[src/rtl/rmx_pkg.sv]
`timescale 1ns / 1ps

package rmx_pkg;

  localparam int MutexCount = 16;
  localparam int QueueDepth = 16;

  localparam int SlotW    = (MutexCount > 1) ? $clog2(MutexCount) : 1;
  localparam int PosW     = (QueueDepth > 1) ? $clog2(QueueDepth) : 1;
  localparam int CntW     = $clog2(QueueDepth + 1);
  localparam int AddrW    = SlotW + PosW;
  localparam int RamDepth = 1 << AddrW;

  typedef enum logic [2:0] {
    REQ_CREATE  = 3'd0,
    REQ_DESTROY = 3'd1,
    REQ_LOCK    = 3'd2,
    REQ_TRYLOCK = 3'd3,
    REQ_UNLOCK  = 3'd4
  } req_e;

  typedef enum logic [2:0] {
    ST_OK          = 3'd0,
    ST_INVALID     = 3'd1,
    ST_WOULD_BLOCK = 3'd2,
    ST_NOT_OWNER   = 3'd3,
    ST_QUEUED      = 3'd4,
    ST_NO_SLOT     = 3'd5,
    ST_QUEUE_FULL  = 3'd6,
    ST_OVERFLOW    = 3'd7
  } status_e;

  typedef enum logic [2:0] {
    S_IDLE,
    S_EXEC,
    S_ENQ_RD,
    S_ENQ_CMP,
    S_ENQ_INS,
    S_DQ_RD,
    S_DQ_MV,
    S_DONE
  } state_e;

  typedef struct packed {
    logic [7:0]  task_id;
    logic [31:0] deadline;
  } entry_t;

  typedef struct packed {
    status_e     status;
    logic [3:0]  slot_index;
    logic        woken_valid;
    logic [7:0]  woken_task;
    logic        is_owner;
    logic [4:0]  waiter_total;
  } res_t;

endpackage

[src/rtl/rmx_seq.sv]
`timescale 1ns / 1ps

module rmx_seq (
  input  logic              clk_i,
  input  logic              rst_ni,
  input  logic              in_valid_i,
  output logic              in_ready_o,
  input  logic [2:0]        req_type_i,
  input  logic [3:0]        mutex_index_i,
  input  logic              task_present_i,
  input  logic [7:0]        task_id_i,
  input  logic [31:0]       task_deadline_i,
  output logic              res_valid_o,
  input  logic              res_ready_i,
  output rmx_pkg::res_t     res_o,
  output logic              we_o,
  output logic [rmx_pkg::AddrW-1:0] waddr_o,
  output rmx_pkg::entry_t   wdata_o,
  output logic [rmx_pkg::AddrW-1:0] raddr_o,
  input  rmx_pkg::entry_t   rdata_i
);
  import rmx_pkg::*;

  state_e state_q, state_d;

  logic [2:0]  req_q;
  logic [3:0]  idx_q;
  logic        pres_q;
  logic [7:0]  task_q;
  logic [31:0] dl_q;

  logic            alloc_q [MutexCount];
  logic            alloc_d [MutexCount];
  logic            held_q  [MutexCount];
  logic            held_d  [MutexCount];
  logic [7:0]      owner_q [MutexCount];
  logic [7:0]      owner_d [MutexCount];
  logic [7:0]      depth_q [MutexCount];
  logic [7:0]      depth_d [MutexCount];
  logic [CntW-1:0] cnt_q   [MutexCount];
  logic [CntW-1:0] cnt_d   [MutexCount];

  status_e         status_q, status_d;
  logic [3:0]      slot_q, slot_d;
  logic            report_q, report_d;
  logic            wv_q, wv_d;
  logic [7:0]      wt_q, wt_d;
  logic [PosW-1:0] ptr_q, ptr_d;
  logic [CntW-1:0] n_q, n_d;

  logic [SlotW-1:0] sel;
  logic             in_range;
  logic             valid_slot;
  logic             owned;
  logic             free_found;
  logic [SlotW-1:0] free_idx;
  entry_t           new_entry;

  assign sel        = SlotW'(idx_q);
  assign in_range   = int'(idx_q) < MutexCount;
  assign valid_slot = in_range && alloc_q[sel];
  assign owned      = held_q[sel] && (owner_q[sel] == task_q);
  assign new_entry  = '{task_id: task_q, deadline: dl_q};
  assign in_ready_o = (state_q == S_IDLE);

  always_comb begin
    free_found = 1'b0;
    free_idx   = '0;
    for (int i = MutexCount - 1; i >= 0; i--) begin
      if (!alloc_q[i]) begin
        free_found = 1'b1;
        free_idx   = SlotW'(i);
      end
    end
  end

  always_ff @(posedge clk_i) begin
    if (in_valid_i && in_ready_o) begin
      req_q  <= req_type_i;
      idx_q  <= mutex_index_i;
      pres_q <= task_present_i;
      task_q <= task_id_i;
      dl_q   <= task_deadline_i;
    end
  end

  always_comb begin
    state_d  = state_q;
    alloc_d  = alloc_q;
    held_d   = held_q;
    owner_d  = owner_q;
    depth_d  = depth_q;
    cnt_d    = cnt_q;
    status_d = status_q;
    slot_d   = slot_q;
    report_d = report_q;
    wv_d     = wv_q;
    wt_d     = wt_q;
    ptr_d    = ptr_q;
    n_d      = n_q;
    we_o     = 1'b0;
    waddr_o  = {sel, ptr_q};
    wdata_o  = new_entry;
    raddr_o  = {sel, ptr_q};
    res_valid_o = 1'b0;

    case (state_q)
      S_IDLE: begin
        if (in_valid_i) begin
          state_d = S_EXEC;
        end
      end
      S_EXEC: begin
        state_d  = S_DONE;
        status_d = ST_INVALID;
        slot_d   = idx_q;
        report_d = 1'b0;
        wv_d     = 1'b0;
        wt_d     = '0;
        if (req_q == REQ_CREATE) begin
          slot_d = '0;
          if (free_found) begin
            status_d          = ST_OK;
            slot_d            = 4'(free_idx);
            alloc_d[free_idx] = 1'b1;
            held_d[free_idx]  = 1'b0;
            owner_d[free_idx] = '0;
            depth_d[free_idx] = '0;
            cnt_d[free_idx]   = '0;
          end else begin
            status_d = ST_NO_SLOT;
          end
        end else if (req_q <= REQ_UNLOCK && valid_slot) begin
          report_d = 1'b1;
          if (req_q == REQ_DESTROY) begin
            if (!held_q[sel] && cnt_q[sel] == '0) begin
              status_d     = ST_OK;
              alloc_d[sel] = 1'b0;
              held_d[sel]  = 1'b0;
              owner_d[sel] = '0;
              depth_d[sel] = '0;
              cnt_d[sel]   = '0;
            end
          end else if (!pres_q) begin
            status_d = ST_INVALID;
          end else if (req_q == REQ_LOCK || req_q == REQ_TRYLOCK) begin
            if (owned) begin
              if (depth_q[sel] == 8'hFF) begin
                status_d = ST_OVERFLOW;
              end else begin
                status_d     = ST_OK;
                depth_d[sel] = depth_q[sel] + 8'd1;
              end
            end else if (!held_q[sel]) begin
              status_d     = ST_OK;
              held_d[sel]  = 1'b1;
              owner_d[sel] = task_q;
              depth_d[sel] = 8'd1;
            end else if (req_q == REQ_TRYLOCK) begin
              status_d = ST_WOULD_BLOCK;
            end else if (int'(cnt_q[sel]) >= QueueDepth) begin
              status_d = ST_QUEUE_FULL;
            end else begin
              status_d   = ST_QUEUED;
              cnt_d[sel] = cnt_q[sel] + CntW'(1);
              n_d        = cnt_q[sel];
              if (cnt_q[sel] == '0) begin
                ptr_d   = '0;
                state_d = S_ENQ_INS;
              end else begin
                ptr_d   = PosW'(cnt_q[sel] - CntW'(1));
                state_d = S_ENQ_RD;
              end
            end
          end else begin
            if (!owned) begin
              status_d = ST_NOT_OWNER;
            end else if (depth_q[sel] > 8'd1) begin
              status_d     = ST_OK;
              depth_d[sel] = depth_q[sel] - 8'd1;
            end else if (cnt_q[sel] != '0) begin
              status_d     = ST_OK;
              depth_d[sel] = 8'd1;
              cnt_d[sel]   = cnt_q[sel] - CntW'(1);
              n_d          = cnt_q[sel];
              ptr_d        = '0;
              state_d      = S_DQ_RD;
            end else begin
              status_d     = ST_OK;
              held_d[sel]  = 1'b0;
              owner_d[sel] = '0;
              depth_d[sel] = '0;
            end
          end
        end
      end
      S_ENQ_RD: begin
        state_d = S_ENQ_CMP;
      end
      S_ENQ_CMP: begin
        we_o    = 1'b1;
        waddr_o = {sel, PosW'(ptr_q + PosW'(1))};
        if (rdata_i.deadline > dl_q) begin
          wdata_o = rdata_i;
          if (ptr_q == '0) begin
            state_d = S_ENQ_INS;
          end else begin
            ptr_d   = ptr_q - PosW'(1);
            state_d = S_ENQ_RD;
          end
        end else begin
          state_d = S_DONE;
        end
      end
      S_ENQ_INS: begin
        we_o    = 1'b1;
        state_d = S_DONE;
      end
      S_DQ_RD: begin
        state_d = S_DQ_MV;
      end
      S_DQ_MV: begin
        if (ptr_q == '0) begin
          wv_d         = 1'b1;
          wt_d         = rdata_i.task_id;
          owner_d[sel] = rdata_i.task_id;
        end else begin
          we_o    = 1'b1;
          waddr_o = {sel, PosW'(ptr_q - PosW'(1))};
          wdata_o = rdata_i;
        end
        if ((CntW'(ptr_q) + CntW'(1)) < n_q) begin
          ptr_d   = ptr_q + PosW'(1);
          state_d = S_DQ_RD;
        end else begin
          state_d = S_DONE;
        end
      end
      S_DONE: begin
        res_valid_o = 1'b1;
        if (res_ready_i) begin
          state_d = S_IDLE;
        end
      end
      default: state_d = S_IDLE;
    endcase
  end

  always_comb begin
    res_o.status       = status_q;
    res_o.slot_index   = slot_q;
    res_o.woken_valid  = wv_q;
    res_o.woken_task   = wt_q;
    res_o.is_owner     = report_q && pres_q && alloc_q[sel] && owned;
    res_o.waiter_total = report_q ? 5'(cnt_q[sel]) : 5'd0;
  end

  always_ff @(posedge clk_i or negedge rst_ni) begin
    if (!rst_ni) begin
      state_q <= S_IDLE;
      for (int i = 0; i < MutexCount; i++) begin
        alloc_q[i] <= 1'b0;
        held_q[i]  <= 1'b0;
        owner_q[i] <= '0;
        depth_q[i] <= '0;
        cnt_q[i]   <= '0;
      end
    end else begin
      state_q <= state_d;
      alloc_q <= alloc_d;
      held_q  <= held_d;
      owner_q <= owner_d;
      depth_q <= depth_d;
      cnt_q   <= cnt_d;
    end
  end

  always_ff @(posedge clk_i) begin
    status_q <= status_d;
    slot_q   <= slot_d;
    report_q <= report_d;
    wv_q     <= wv_d;
    wt_q     <= wt_d;
    ptr_q    <= ptr_d;
    n_q      <= n_d;
  end

endmodule

[config.mk]
export PLATFORM = sky130hd
export DESIGN_NAME = rmx_seq
export DESIGN_NICKNAME = d
export VERILOG_FILES = /design/src/rtl/rmx_pkg.sv /design/src/rtl/rmx_seq.sv
export SDC_FILE = /design/constraint.sdc
export NUM_CORES = 2
export LEC_CHECK = 0
export ABC_CLOCK_PERIOD_IN_PS = 10500
export BUFFER_PORTS_ARGS = -buffer_cell sky130_fd_sc_hd__buf_2
export CAP_MARGIN = 5
export CORE_MARGIN = 4
export CORE_UTILIZATION = 30
export CTS_CLUSTER_DIAMETER = 120
export CTS_CLUSTER_SIZE = 28
export DETAILED_ROUTE_END_ITERATION = 6
export GPL_ROUTABILITY_DRIVEN = 0
export HOLD_SLACK_MARGIN = 0.03
export SYNTH_ARGS = -nofsm -noshare
export SYNTH_HDL_FRONTEND = slang
export SYNTH_SLANG_ARGS = --single-unit
[constraint.sdc]
create_clock -name clk_i -period 10.5 [get_ports clk_i]
set_input_delay 3.15 -clock clk_i [delete_from_list [all_inputs] [get_ports clk_i]]
set_output_delay 3.15 -clock clk_i [all_outputs]
set_load 0.005 [all_outputs]
==> results.cfg <==
[layout]
layout-drive-gt1-share_pct = 17.2
synthToLayoutAreaGrowth_pct = 10.0
fin_nets = 2673
mostFrequentLayoutCells = 371 x dfrtp_1, 214 x nand2_1, 171 x buf_2
stdcell_count = 3683
final_common_cell = dfrtp_1
fill_cells = 8561

[drt]
viasPerCell = 6.13
antenna_left = 0
dr.pass1.iters = 6
avgRoutedWirePerCell_um = 27.0
drc = 0
dr_total_vias = 22586
drt_iter0_markers = 2824
routed_wl_um = 99300

[power]
ir_drop_mv = 0.110
power_leakage_uw = 0.0115
p_int_uw = 2800
clkPwrFrac_pct = 21.2
p_seq_share_pct = 47.9
power_switching_share_pct = 36.0
combPwrFrac_pct = 30.8
switchingPower_uw = 1580
power_density_mw_per_mm2 = 157

[placement]
place.detailed.hpwl_um = 70900
portBuffers = 172
numPlacedInstances = 3651

[critical_path]
crit_type = input port to output port
start_kind = input port
worstPathMaxFanout = 40
cp_cell_sequence = buf_2 -> ha_1 -> nor2b_1 -> o21ai_0 -> nand2b_1 -> a21oi_1 -> nor2_1 -> a211oi_1 -> o221ai_1 -> a211oi_1 -> a21oi_1 -> a21oi_4 -> buf_4 -> mux2_2 -> buf_2
worst_path_largest_cell_delay_ps = 430
arrival_ps = 6130
cp-end-kind = output port
required_ps = 7350
critPathSlowestCell = buf_4

[timing]
rsz0062_at_grt = no
worst_slew_pin_slew_ps = 1270
post-route-period-util_pct = 88.4
skew_ps = 34.2
layout_min_cycle_time_ps = 9280
final_max_slew_viol_count = 0
max_slew_margin_pct = 14.5
hold_viol = 0
fmax_ghz = 0.108
fin_tns_setup_ps = 0
hold_slack_ps = 500
setup_viol = 0

[floorplan]
die-area_mm2 = 0.0892
io_pins = 173
die_x_um = 299
start_util_pct = 30.3
rows = 106
core_region_area_mm2 = 0.0837
die_y_um = 299

[logic_synthesis]
async_reset_ff_share_pct = 83.4
synth_cell_types = 81
synth_edf_count = 74
synth-seq-cells = 445
syn_nets = 2585
yosysSeqAreaShare_pct = 45.4
syn-instance-count = 2450
netlist_area_mm2 = 0.0253
ys.flop_type = dfrtp_1
postSynthAreaPerCell_um2 = 10.3
yosys_warnings = 0

[run]
cap_violations = 0

[clock_tree]
cts_tree = built
cts_buffers = 19
clk_latency_ps = 610
cts_htree_levels = 1
clk_path_buf_depth = 3
cts_hold_buffers = 0
cts_setup_buffers = 0
cts.clk_slew.worst_paths_ps = 110
cts-resized-gates = 0
cts.sinks = 445
clock-root-buffer = clkbuf_16

[grt]
antenna_found_initial = 2
grt-ovfl-total = 0
grt_pass1_vias = 21787
grt_usage_pct = 21.3
grt_max_degree = 67
grt_pass1_wl_um = 146000

[hold_path]
hold_path.class = flop to flop

[status]
outcome = finished clean
layout make-up:
class                           instances  area, um2  area share [%]
Antenna cell                            3       7.51          0.0269
Clock buffer                           27        505            1.81
Clock inverter                          2       13.8          0.0494
Inverter                              113        424            1.52
Multi-Input combinational cell       1723      12700            45.4
Sequential cell                       445      11500            41.3
Tap cell                             1134       1420            5.09
Timing Repair Buffer                  236       1350            4.85
metrics by stage:
stage               utilization [%]  total power [uW]  setup slack [ps]  instance area [um2]
global route                   33.3              4560               983                27900
floorplan                         -              2950              1830                25300
detailed placement             32.7              3450              1270                27400
finish                         33.3              4370              1220                27900
CTS                            33.3              4370              1250                27900
global placement               32.7              3430              1230                27400
cells by family after synthesis:
logic type | Yosys count | share of synthesized area [%]
buffers and inverters | 282 | 4.82
AO/OA/AOI/OAI | 882 | 25.0
adder cells (fa/ha/maj) | 43 | 2.12
multiplexers | 162 | 10.4
AND/OR/NAND/NOR | 600 | 11.0
XOR/XNOR | 36 | 1.24
flip-flops | 445 | 45.4
final timing paths:
path / end / from / depth (start not counted) / slack [ps]
setup / recovery: wdata_o[2] / rdata_i[1] / 15 / 1220
hold / removal: depth_q[29] / depth_q[29] / 1 / 500
setup reg to reg: depth_q[21] / idx_q[0] / 14 / 3720
hold reg to reg: depth_q[29] / depth_q[29] / 1 / 500
max in group asynchronous: depth_q[88] / rst_ni / 3 / 5950
min in group asynchronous: depth_q[40] / rst_ni / 1 / 2500
sequential cells by signal, summed over array words and instances, names as in the netlist, 4 cells and up, named ones only:
register / cells
owner_q: 128
n_q: 5
slot_q: 4
task_q: 8
dl_q: 32
cnt_q: 80
alloc_q: 16
depth_q: 128
wt_q: 8
ptr_q: 4
idx_q: 4
worst max-delay path: cells and delay by family:
family / cells / cell delay (ps)
multiplexers: 1 / 420
AND/OR/NAND/NOR: 3 / 280
buffers and inverters: 3 / 700
AO/OA/AOI/OAI: 7 / 1250
adder cells (fa/ha/maj): 1 / 300
per-layer routing:
| layer | part of all wire [%] | GRT usage (%) |
|---|---|---|
| met1 | 40 | 28.5 |
| met2 | 44 | 32.7 |
| met3 | 10 | 4.61 |
| met4 | 5.6 | 10.3 |
| met5 | 0 | 0 |
synthesized netlist by cell type, types with 9 or more instances:
cell	count	area, um2
inv_1	113	424
nor2_1	169	634
o22ai_1	137	857
edfxtp_1	74	2220
mux2i_1	35	350
a32o_1	23	230
and2_1	23	144
and3_1	15	93.8
nand2b_1	11	68.8
xnor2_1	20	175
xor2_1	16	140
o31ai_1	11	82.6
clkbuf_1	102	383
mux4_2	76	1710
buf_2	35	175
a22o_1	131	1150
nor3_1	29	145
o211ai_1	19	143
a21oi_1	90	450
nand2_1	215	807
dfrtp_1	371	9280
nor2b_1	12	75.1
o21ai_0	137	686
nand4_1	19	119
o2bb2ai_1	126	1100
buf_6	9	101
a22oi_1	91	683
a21o_1	22	165
a31oi_1	21	131
nand3_1	50	250
or3_1	12	75.1
buf_4	13	97.6
ha_1	43	538
mux2_2	51	574
power groups by stage:
stage | logic, uW | clock network [uW] | registers [uW]
after floorplan | 891 | 0 | 2060
after detailed placement | 1320 | 0 | 2130
final | 1350 | 930 | 2100
after global placement | 1310 | 0 | 2120
after CTS | 1330 | 945 | 2090
after global routing | 1450 | 999 | 2120
Power figures use the tool's default switching activity.
